<file path="config.mk">
export PLATFORM = sky130hd
export DESIGN_NAME = hsv_to_rgb_unit_flat
export DESIGN_NICKNAME = d
export VERILOG_FILES = /design/src/rtl/h2r_pkg.sv /design/src/rtl/h2r_req_if.sv /design/src/rtl/h2r_rsp_if.sv /design/src/rtl/h2r_sector.sv /design/src/rtl/h2r_mult.sv /design/src/rtl/h2r_div.sv /design/src/rtl/hsv_to_rgb_unit.sv /design/src/flat_wrapper.sv
export SDC_FILE = /design/constraint.sdc
export NUM_CORES = 2
export LEC_CHECK = 0
export BUFFER_PORTS_ARGS = -buffer_cell sky130_fd_sc_hd__buf_2
export CORE_AREA = 2 2 325 327
export DETAILED_ROUTE_END_ITERATION = 16
export DIE_AREA = 0 0 327 329
export PLACE_DENSITY = 0.57
export SYNTH_ARGS = -nofsm -noshare
export SYNTH_HDL_FRONTEND = slang
export SYNTH_HIERARCHICAL = 1
export SYNTH_SLANG_ARGS = --single-unit
</file>
<file path="constraint.sdc">
create_clock -name clock -period 10.35 [get_ports clock]
set_input_delay 0.5175 -clock clock [delete_from_list [all_inputs] [get_ports clock]]
set_output_delay 0.5175 -clock clock [all_outputs]
set_load 0.02 [all_outputs]
</file>
<file path="src/rtl/h2r_pkg.sv">
// ---------------------------------------------------------------------------
// HSV to RGB package
// Widths, fixed-point constants, sector codes and stage payload types.
// ---------------------------------------------------------------------------
package h2r_pkg;

   localparam int COLOR_BITS  = 8;
   localparam int HUE_W       = 13;
   localparam int HUE_FULL    = 5760;
   localparam int SECTOR_SPAN = 960;
   localparam int SECTORS     = 6;
   localparam int F_W         = $clog2(SECTOR_SPAN);
   localparam int SECTOR_W    = $clog2(SECTORS);

   localparam longint FULL_SCALE = (longint'(1) << COLOR_BITS) - 1;
   localparam longint DEN        = FULL_SCALE * SECTOR_SPAN;
   localparam int     DEN_W      = $clog2(DEN + 1);

   // Numerator widths of the three quotients.
   localparam int PN_W = 2 * COLOR_BITS;
   localparam int QN_W = COLOR_BITS + DEN_W;

   // Truncated reciprocals; the estimate is the true quotient or one below it.
   localparam int     RCP_W = COLOR_BITS + 1;
   localparam longint RCP_P = (longint'(1) << PN_W) / FULL_SCALE;
   localparam longint RCP_Q = (longint'(1) << QN_W) / DEN;

   // Sixty-degree sectors of the hue circle.
   localparam logic [SECTOR_W-1:0] SECTOR_RY = SECTOR_W'(0);
   localparam logic [SECTOR_W-1:0] SECTOR_YG = SECTOR_W'(1);
   localparam logic [SECTOR_W-1:0] SECTOR_GC = SECTOR_W'(2);
   localparam logic [SECTOR_W-1:0] SECTOR_CB = SECTOR_W'(3);
   localparam logic [SECTOR_W-1:0] SECTOR_BM = SECTOR_W'(4);
   localparam logic [SECTOR_W-1:0] SECTOR_MR = SECTOR_W'(5);

   typedef struct packed {
      logic [SECTOR_W-1:0]   sector;
      logic [F_W-1:0]        frac;
      logic [COLOR_BITS-1:0] sat;
      logic [COLOR_BITS-1:0] bri;
   } sect_type;

   typedef struct packed {
      logic [SECTOR_W-1:0]   sector;
      logic [COLOR_BITS-1:0] bri;
      logic [DEN_W-1:0]      sf;
      logic [DEN_W-1:0]      sfc;
      logic [PN_W-1:0]       pn;
   } prod_type;

   typedef struct packed {
      logic [SECTOR_W-1:0]   sector;
      logic [COLOR_BITS-1:0] bri;
      logic [PN_W-1:0]       pn;
      logic [QN_W-1:0]       qn;
      logic [QN_W-1:0]       tn;
   } num_type;

endpackage

</file>
<file path="src/rtl/h2r_req_if.sv">
// ---------------------------------------------------------------------------
// HSV request channel
// Valid/ready channel that carries one HSV pixel per request.
// ---------------------------------------------------------------------------
interface h2r_req_if;
   import h2r_pkg::*;

   logic                  valid;
   logic                  ready;
   logic [HUE_W-1:0]      hue;
   logic [COLOR_BITS-1:0] saturation;
   logic [COLOR_BITS-1:0] brightness;

   modport source (output valid, hue, saturation, brightness, input ready);
   modport sink   (input valid, hue, saturation, brightness, output ready);
endinterface

</file>
<file path="src/rtl/h2r_rsp_if.sv">
// ---------------------------------------------------------------------------
// RGB response channel
// Valid/ready channel that carries one RGB pixel per request.
// ---------------------------------------------------------------------------
interface h2r_rsp_if;
   import h2r_pkg::*;

   logic                  valid;
   logic                  ready;
   logic [COLOR_BITS-1:0] red;
   logic [COLOR_BITS-1:0] green;
   logic [COLOR_BITS-1:0] blue;

   modport source (output valid, red, green, blue, input ready);
   modport sink   (input valid, red, green, blue, output ready);
endinterface

</file>
<file path="src/rtl/h2r_sector.sv">
// ---------------------------------------------------------------------------
// HSV to RGB sector stage
// Wraps the hue into the circle and splits it into sector and offset.
// ---------------------------------------------------------------------------
module h2r_sector (
   input  logic              clock,
   input  logic              reset,
   h2r_req_if.sink           req,
   output logic              out_valid,
   input  logic              out_ready,
   output h2r_pkg::sect_type out_data
);
   import h2r_pkg::*;

   logic             vld_ff;
   logic             stage_ready;
   sect_type         data_in;
   sect_type         data_ff;
   logic [HUE_W-1:0] hue_wrap;
   logic [HUE_W-1:0] base;

   assign stage_ready = !vld_ff || out_ready;
   assign req.ready   = stage_ready;

   always_comb begin
      hue_wrap = (req.hue >= HUE_W'(HUE_FULL)) ? '0 : req.hue;
      base     = '0;
      data_in.sector = SECTOR_RY;
      for (int k = 1; k < SECTORS; k++) begin
         if (hue_wrap >= HUE_W'(k * SECTOR_SPAN)) begin
            data_in.sector = SECTOR_W'(k);
            base           = HUE_W'(k * SECTOR_SPAN);
         end
      end
      data_in.frac = F_W'(hue_wrap - base);
      data_in.sat  = req.saturation;
      data_in.bri  = req.brightness;
   end

   always_ff @(posedge clock) begin
      if (reset) begin
         vld_ff <= 1'b0;
      end else if (stage_ready) begin
         vld_ff <= req.valid;
      end
   end

   always_ff @(posedge clock) begin
      if (stage_ready && req.valid) begin
         data_ff <= data_in;
      end
   end

   assign out_valid = vld_ff;
   assign out_data  = data_ff;

endmodule

</file>
<file path="src/rtl/h2r_mult.sv">
// ---------------------------------------------------------------------------
// HSV to RGB product stages
// Two register stages that form the numerators of p, q and t.
// ---------------------------------------------------------------------------
module h2r_mult (
   input  logic              clock,
   input  logic              reset,
   input  logic              in_valid,
   output logic              in_ready,
   input  h2r_pkg::sect_type in_data,
   output logic              out_valid,
   input  logic              out_ready,
   output h2r_pkg::num_type  out_data
);
   import h2r_pkg::*;

   logic                      vld2_ff;
   logic                      vld3_ff;
   logic                      ready2;
   logic                      ready3;
   prod_type                  prod_in;
   prod_type                  prod_ff;
   num_type                   num_in;
   num_type                   num_ff;
   logic [COLOR_BITS+F_W-1:0] sf_full;
   logic [COLOR_BITS+F_W-1:0] sfc_full;
   logic [F_W-1:0]            frac_c;
   logic [DEN_W-1:0]          q_fac;
   logic [DEN_W-1:0]          t_fac;

   assign ready3   = !vld3_ff || out_ready;
   assign ready2   = !vld2_ff || ready3;
   assign in_ready = ready2;

   // Stage 2: s*f, s*(span - f) and v*(full scale - s).
   always_comb begin
      frac_c          = F_W'(SECTOR_SPAN) - in_data.frac;
      sf_full         = (COLOR_BITS+F_W)'(in_data.sat) * (COLOR_BITS+F_W)'(in_data.frac);
      sfc_full        = (COLOR_BITS+F_W)'(in_data.sat) * (COLOR_BITS+F_W)'(frac_c);
      prod_in.sector  = in_data.sector;
      prod_in.bri     = in_data.bri;
      prod_in.sf      = DEN_W'(sf_full);
      prod_in.sfc     = DEN_W'(sfc_full);
      prod_in.pn      = PN_W'(in_data.bri) *
                        PN_W'(COLOR_BITS'(FULL_SCALE) - in_data.sat);
   end

   // Stage 3: v*(den - s*f) and v*(den - s*(span - f)).
   always_comb begin
      q_fac         = DEN_W'(DEN) - prod_ff.sf;
      t_fac         = DEN_W'(DEN) - prod_ff.sfc;
      num_in.sector = prod_ff.sector;
      num_in.bri    = prod_ff.bri;
      num_in.pn     = prod_ff.pn;
      num_in.qn     = QN_W'(prod_ff.bri) * QN_W'(q_fac);
      num_in.tn     = QN_W'(prod_ff.bri) * QN_W'(t_fac);
   end

   always_ff @(posedge clock) begin
      if (reset) begin
         vld2_ff <= 1'b0;
         vld3_ff <= 1'b0;
      end else begin
         if (ready2) begin
            vld2_ff <= in_valid;
         end
         if (ready3) begin
            vld3_ff <= vld2_ff;
         end
      end
   end

   always_ff @(posedge clock) begin
      if (ready2 && in_valid) begin
         prod_ff <= prod_in;
      end
      if (ready3 && vld2_ff) begin
         num_ff <= num_in;
      end
   end

   assign out_valid = vld3_ff;
   assign out_data  = num_ff;

endmodule

</file>
<file path="src/rtl/h2r_div.sv">
// ---------------------------------------------------------------------------
// HSV to RGB quotient stages
// Divides by the constant denominators through truncated reciprocals, fixes
// the estimates by one compare, and routes p, q, t and v to the outputs.
// ---------------------------------------------------------------------------
module h2r_div (
   input  logic             clock,
   input  logic             reset,
   input  logic             in_valid,
   output logic             in_ready,
   input  h2r_pkg::num_type in_data,
   h2r_rsp_if.source        rsp
);
   import h2r_pkg::*;

   logic                        vld4_ff;
   logic                        vld5_ff;
   logic                        ready4;
   logic                        ready5;
   num_type                     num_ff;
   logic [COLOR_BITS-1:0]       pe_in;
   logic [COLOR_BITS-1:0]       qe_in;
   logic [COLOR_BITS-1:0]       te_in;
   logic [COLOR_BITS-1:0]       pe_ff;
   logic [COLOR_BITS-1:0]       qe_ff;
   logic [COLOR_BITS-1:0]       te_ff;
   logic [PN_W+RCP_W-1:0]       p_scaled;
   logic [QN_W+RCP_W-1:0]       q_scaled;
   logic [QN_W+RCP_W-1:0]       t_scaled;
   logic [PN_W-1:0]             p_rem;
   logic [QN_W-1:0]             q_rem;
   logic [QN_W-1:0]             t_rem;
   logic [COLOR_BITS-1:0]       p_fix;
   logic [COLOR_BITS-1:0]       q_fix;
   logic [COLOR_BITS-1:0]       t_fix;
   logic [COLOR_BITS-1:0]       red_in;
   logic [COLOR_BITS-1:0]       green_in;
   logic [COLOR_BITS-1:0]       blue_in;
   logic [COLOR_BITS-1:0]       red_ff;
   logic [COLOR_BITS-1:0]       green_ff;
   logic [COLOR_BITS-1:0]       blue_ff;

   assign ready5   = !vld5_ff || rsp.ready;
   assign ready4   = !vld4_ff || ready5;
   assign in_ready = ready4;

   // Stage 4: quotient estimates.
   always_comb begin
      p_scaled = (PN_W+RCP_W)'(in_data.pn) * (PN_W+RCP_W)'(RCP_P);
      q_scaled = (QN_W+RCP_W)'(in_data.qn) * (QN_W+RCP_W)'(RCP_Q);
      t_scaled = (QN_W+RCP_W)'(in_data.tn) * (QN_W+RCP_W)'(RCP_Q);
      pe_in    = p_scaled[PN_W +: COLOR_BITS];
      qe_in    = q_scaled[QN_W +: COLOR_BITS];
      te_in    = t_scaled[QN_W +: COLOR_BITS];
   end

   // Stage 5: the remainder tells whether the estimate is one short.
   always_comb begin
      p_rem = num_ff.pn - PN_W'(pe_ff) * PN_W'(FULL_SCALE);
      q_rem = num_ff.qn - QN_W'(qe_ff) * QN_W'(DEN);
      t_rem = num_ff.tn - QN_W'(te_ff) * QN_W'(DEN);
      p_fix = pe_ff + COLOR_BITS'(p_rem >= PN_W'(FULL_SCALE));
      q_fix = qe_ff + COLOR_BITS'(q_rem >= QN_W'(DEN));
      t_fix = te_ff + COLOR_BITS'(t_rem >= QN_W'(DEN));

      // Zero saturation needs no case of its own: p, q and t all come out as v.
      unique case (num_ff.sector)
         SECTOR_RY: begin
            red_in = num_ff.bri; green_in = t_fix;      blue_in = p_fix;
         end
         SECTOR_YG: begin
            red_in = q_fix;      green_in = num_ff.bri; blue_in = p_fix;
         end
         SECTOR_GC: begin
            red_in = p_fix;      green_in = num_ff.bri; blue_in = t_fix;
         end
         SECTOR_CB: begin
            red_in = p_fix;      green_in = q_fix;      blue_in = num_ff.bri;
         end
         SECTOR_BM: begin
            red_in = t_fix;      green_in = p_fix;      blue_in = num_ff.bri;
         end
         default: begin
            red_in = num_ff.bri; green_in = p_fix;      blue_in = q_fix;
         end
      endcase
   end

   always_ff @(posedge clock) begin
      if (reset) begin
         vld4_ff <= 1'b0;
         vld5_ff <= 1'b0;
      end else begin
         if (ready4) begin
            vld4_ff <= in_valid;
         end
         if (ready5) begin
            vld5_ff <= vld4_ff;
         end
      end
   end

   always_ff @(posedge clock) begin
      if (ready4 && in_valid) begin
         num_ff <= in_data;
         pe_ff  <= pe_in;
         qe_ff  <= qe_in;
         te_ff  <= te_in;
      end
      if (ready5 && vld4_ff) begin
         red_ff   <= red_in;
         green_ff <= green_in;
         blue_ff  <= blue_in;
      end
   end

   assign rsp.valid = vld5_ff;
   assign rsp.red   = red_ff;
   assign rsp.green = green_ff;
   assign rsp.blue  = blue_ff;

   // The reciprocal estimates are never above the quotient and at most one below.
   a_p_est: assert property (@(posedge clock) disable iff (reset)
      vld4_ff |-> ({1'b0, p_rem} < (PN_W+1)'(2 * FULL_SCALE)))
      else $error("p estimate out of range");

   a_qt_est: assert property (@(posedge clock) disable iff (reset)
      vld4_ff |-> (({1'b0, q_rem} < (QN_W+1)'(2 * DEN)) &&
                   ({1'b0, t_rem} < (QN_W+1)'(2 * DEN))))
      else $error("q or t estimate out of range");

   a_p_min: assert property (@(posedge clock) disable iff (reset)
      vld4_ff |-> ((p_fix <= q_fix) && (p_fix <= t_fix) &&
                   (q_fix <= num_ff.bri) && (t_fix <= num_ff.bri)))
      else $error("p, q, t ordering broken");

endmodule

</file>
<file path="src/rtl/hsv_to_rgb_unit.sv">
// ---------------------------------------------------------------------------
// HSV to RGB converter
// Five-stage pipeline that converts one HSV pixel to RGB every clock while rsp.ready stays high.
// ---------------------------------------------------------------------------
// Usage:
//   req carries hue in sixteenths of a degree (5760 and above wraps to 0),
//   saturation and brightness as fractions of full scale. rsp carries red,
//   green and blue on the same scale as brightness.
//   A request is taken when req.valid and req.ready are both high; a result
//   leaves when rsp.valid and rsp.ready are both high.
//   Throughput is one pixel per clock while rsp.ready stays high: each
//   stage holds one pixel, and its ready is high whenever it is empty or
//   the stage after it moves.
//   Stages: hue wrap and sector split, saturation products, brightness
//   products, reciprocal quotient estimates, remainder fix and channel mux.
//   When the receiver stalls, the pipeline keeps filling its empty stages and
//   then holds every pixel in place until rsp.ready returns.
//   Synchronous reset empties all stages; pixel data is not cleared.
// ---------------------------------------------------------------------------
module hsv_to_rgb_unit (
   input logic       clock,
   input logic       reset,
   h2r_req_if.sink   req,
   h2r_rsp_if.source rsp
);
   import h2r_pkg::*;

   logic     sect_valid;
   logic     sect_ready;
   sect_type sect_data;
   logic     num_valid;
   logic     num_ready;
   num_type  num_data;

   h2r_sector u_sector (
      .clock     (clock),
      .reset     (reset),
      .req       (req),
      .out_valid (sect_valid),
      .out_ready (sect_ready),
      .out_data  (sect_data)
   );

   h2r_mult u_mult (
      .clock     (clock),
      .reset     (reset),
      .in_valid  (sect_valid),
      .in_ready  (sect_ready),
      .in_data   (sect_data),
      .out_valid (num_valid),
      .out_ready (num_ready),
      .out_data  (num_data)
   );

   h2r_div u_div (
      .clock    (clock),
      .reset    (reset),
      .in_valid (num_valid),
      .in_ready (num_ready),
      .in_data  (num_data),
      .rsp      (rsp)
   );

endmodule

</file>
<file path="src/flat_wrapper.sv">
// flat-port wrapper written by rule: the top's interface ports become plain ports
module hsv_to_rgb_unit_flat import h2r_pkg::*;
  (clock, reset, req_valid, req_hue, req_saturation, req_brightness, req_ready, rsp_valid, rsp_red, rsp_green, rsp_blue, rsp_ready);
  h2r_req_if req_i ();
  h2r_rsp_if rsp_i ();
  input logic clock;
  input logic reset;
  input wire logic [$bits(req_i.valid)-1:0] req_valid;
  input wire logic [$bits(req_i.hue)-1:0] req_hue;
  input wire logic [$bits(req_i.saturation)-1:0] req_saturation;
  input wire logic [$bits(req_i.brightness)-1:0] req_brightness;
  output wire logic [$bits(req_i.ready)-1:0] req_ready;
  output wire logic [$bits(rsp_i.valid)-1:0] rsp_valid;
  output wire logic [$bits(rsp_i.red)-1:0] rsp_red;
  output wire logic [$bits(rsp_i.green)-1:0] rsp_green;
  output wire logic [$bits(rsp_i.blue)-1:0] rsp_blue;
  input wire logic [$bits(rsp_i.ready)-1:0] rsp_ready;
  assign req_i.valid = req_valid;
  assign req_i.hue = req_hue;
  assign req_i.saturation = req_saturation;
  assign req_i.brightness = req_brightness;
  assign req_ready = req_i.ready;
  assign rsp_valid = rsp_i.valid;
  assign rsp_red = rsp_i.red;
  assign rsp_green = rsp_i.green;
  assign rsp_blue = rsp_i.blue;
  assign rsp_i.ready = rsp_ready;
  hsv_to_rgb_unit u_core (.clock(clock), .reset(reset), .req(req_i), .rsp(rsp_i));
endmodule
</file>
==> qor.yml <==
setup_violations: 0
holdBufCountCts: 0
drtPass1Iterations: 5
ys.flop_type: "edfxtp_1"
first_iter_violations: 1163
synth_nets: 5040
cp_slowest_cell: "fa_1"
crit_path_max_fanout: 7
ys_seq_area_frac: 0.220
mostFrequentLayoutCell: "inv_1"
globalRouteTotalUtil: 0.153
setup_slack_ns: 2.72
gp_congestion: 0.834
synth.distinct_cells: 94
num_rows: 119
diodes: 0
drtAntennaViolNets: 0
crit_path_max_incr_delay_ns: 0.66
grt.overflow.total: 0
cts_root_buf: "clkbuf_16"
clock_sinks: 289
port_buffers: 58
cts.path.max_buffers: 3
post-route-min-period_ns: 7.63
rsz0062_at_grt: "no"
die-area_um2: 108000
grt_pass1_vias: 26900
setup.worst_path.start_class: "flop"
final_nets: 5083
routedWlPerCell_um: 14.8
hp-class: "input port to flop"
slew_viol_final: 0
synth_warnings: 6
period_share: 0.738
grt_pass1_wl_um: 136000
synth_edf_count: 284
post_cts_resized: 0
core_um2: 104000
die_height_um: 329
cts_buffers: 38
hold_ws_ns: 0.124
grt_max_degree: 68
fp.dieW_um: 327
cts_setup_buffers: 0
synth_area_per_cell_um2: 9.88
drcViolationCount: 0
synth_seq_cells: 289
preCtsSetupSlack_ns: 2.72
pin_count: 59
end_kind: "flop"
antenna_found_initial: 1
crit_type: "flop to flop"
drt_wl_total_um: 80500
hpwlAfterDp_um: 64800
vias: 26400
syn_area_um2: 39300
arrival_ns: 7.93
final_hold_viol_count: 0
worst_slew_pin_slew_ns: 1.05
synthArstFlopShare: 0
drv_cap: 0
via_per_inst: 4.85
cts_tree: "done"
maxSlewHeadroom: 0.299
htree_levels: 2
initial_utilization: 0.376
worstPathRequired_ns: 10.65
final_cell_mix: "inv_1 (779), ha_1 (575), fa_1 (460)"
clk_pin_slew_ns: 0.06
syn2layout_area_growth_pct: 8.34
fin_skew_ns: 0.0207
outcome: "complete, no violations"
synthCells: 3972
drive_above_1_share: 0.0467
fmax_mhz: 131
tns_ns: 0
clkLatencyLatePin_ns: 0.57
post-route-util: 0.407
## layer usage
| metal | wire length [um] | global-route usage |
|---|---|---|
| met5 | 0 | 0 |
| met4 | 880 | 0.0274 |
| met3 | 2290 | 0.0163 |
| met2 | 36500 | 0.251 |
| met1 | 40800 | 0.221 |
## metrics by stage
stage,cells,cell area (um2)
CTS,5436,42500
global route,5436,42500
detailed placement,5366,41200
finish,5436,42500
global placement,5366,41200
floorplan,3972,39300
## synthesized netlist by cell type (9+ instances only)
library cell / count / area (um2)
and2_1: 252 / 1580
clkbuf_1: 68 / 255
ha_1: 575 / 7190
o21ai_1: 29 / 145
a21oi_1: 152 / 761
mux2i_1: 16 / 160
o22ai_1: 10 / 62.6
xnor2_1: 127 / 1110
xor2_1: 76 / 666
nand4_1: 24 / 150
a211oi_1: 33 / 248
o21bai_1: 19 / 143
nor3_1: 39 / 195
and3_1: 18 / 113
nor2b_1: 133 / 832
nor2_1: 164 / 616
a31oi_1: 20 / 125
nor4_1: 9 / 56.3
o21ai_0: 85 / 425
edfxtp_1: 284 / 8530
inv_1: 779 / 2920
o211ai_1: 12 / 90.1
a21o_1: 48 / 360
nand3_1: 45 / 225
o41ai_1: 9 / 78.8
nand2b_1: 63 / 394
nand2_1: 218 / 818
o21a_1: 39 / 293
fa_1: 460 / 9210
or3_1: 14 / 87.6
## cells by family after synthesis
kind of cell / Yosys count / share of synthesized area
fa+ha+maj: 1035 / 0.418
buf+inv: 859 / 0.0824
compound gates: 549 / 0.0925
xor+xnor: 203 / 0.0453
mux: 18 / 0.00465
simple gates: 1019 / 0.137
flops: 289 / 0.220
## final cells by class
| type | count | area (um2) |
|---|---|---|
| multi-input combinational | 2824 | 27400 |
| timing repair buffer | 81 | 463 |
| clock buffer | 51 | 1060 |
| tap | 1391 | 1740 |
| clock inverter | 19 | 300 |
| fill | 10200 | 61800 |
| sequential | 289 | 8630 |
| inverter | 781 | 2930 |
## critical path, delay by kind of cell, from the launching register on
family / cells / cell delay (ns)
AND/OR/NAND/NOR: 5 / 1.12
AO/OA/AOI/OAI: 11 / 1.41
XOR/XNOR: 3 / 0.73
adder cells (fa/ha/maj): 8 / 3.35
flip-flops: 1 / 0.54
buffers and inverters: 4 / 0.23
## state kept, by name (all words and copies together) (netlist names)
name	count
u_core/u_mult/prod_ff	35
u_core/u_div/rsp.valid	1
u_core/u_mult/out_valid	1
u_core/u_sector/out_data	29
u_core/u_sector/out_valid	1
u_core/u_div/vld4_ff	1
u_core/u_mult/vld2_ff	1
u_core/u_div/rsp.red	8
u_core/u_div/pe_ff	8
u_core/u_mult/out_data	78
u_core/u_div/qe_ff	8
u_core/u_div/rsp.blue	8
u_core/u_mult/num_in	27
u_core/u_div/num_ff	67
u_core/u_div/te_ff	8
u_core/u_div/rsp.green	8
## worst paths after layout
| check | slack [ns] | start | endpoint | cells after the start |
|---|---|---|---|---|
| hold reg to reg | 0.41 | u_core/u_mult/num_in[55]$_DFFE_PP_ | u_core/u_mult/out_data[55]$_DFFE_PP_ | 0 |
| setup / recovery | 2.72 | u_core/u_div/qe_ff[5]$_DFFE_PP_ | u_core/u_div/rsp.red[2]$_DFFE_PP_ | 31 |
| setup reg to reg | 2.72 | u_core/u_div/qe_ff[5]$_DFFE_PP_ | u_core/u_div/rsp.red[2]$_DFFE_PP_ | 31 |
| hold / removal | 0.12 | req_saturation[0] | u_core/u_sector/out_data[8]$_DFFE_PP_ | 1 |
Power is not shown: default switching activity piles up to over one toggle a cycle in this logic, so the estimate is an artifact.
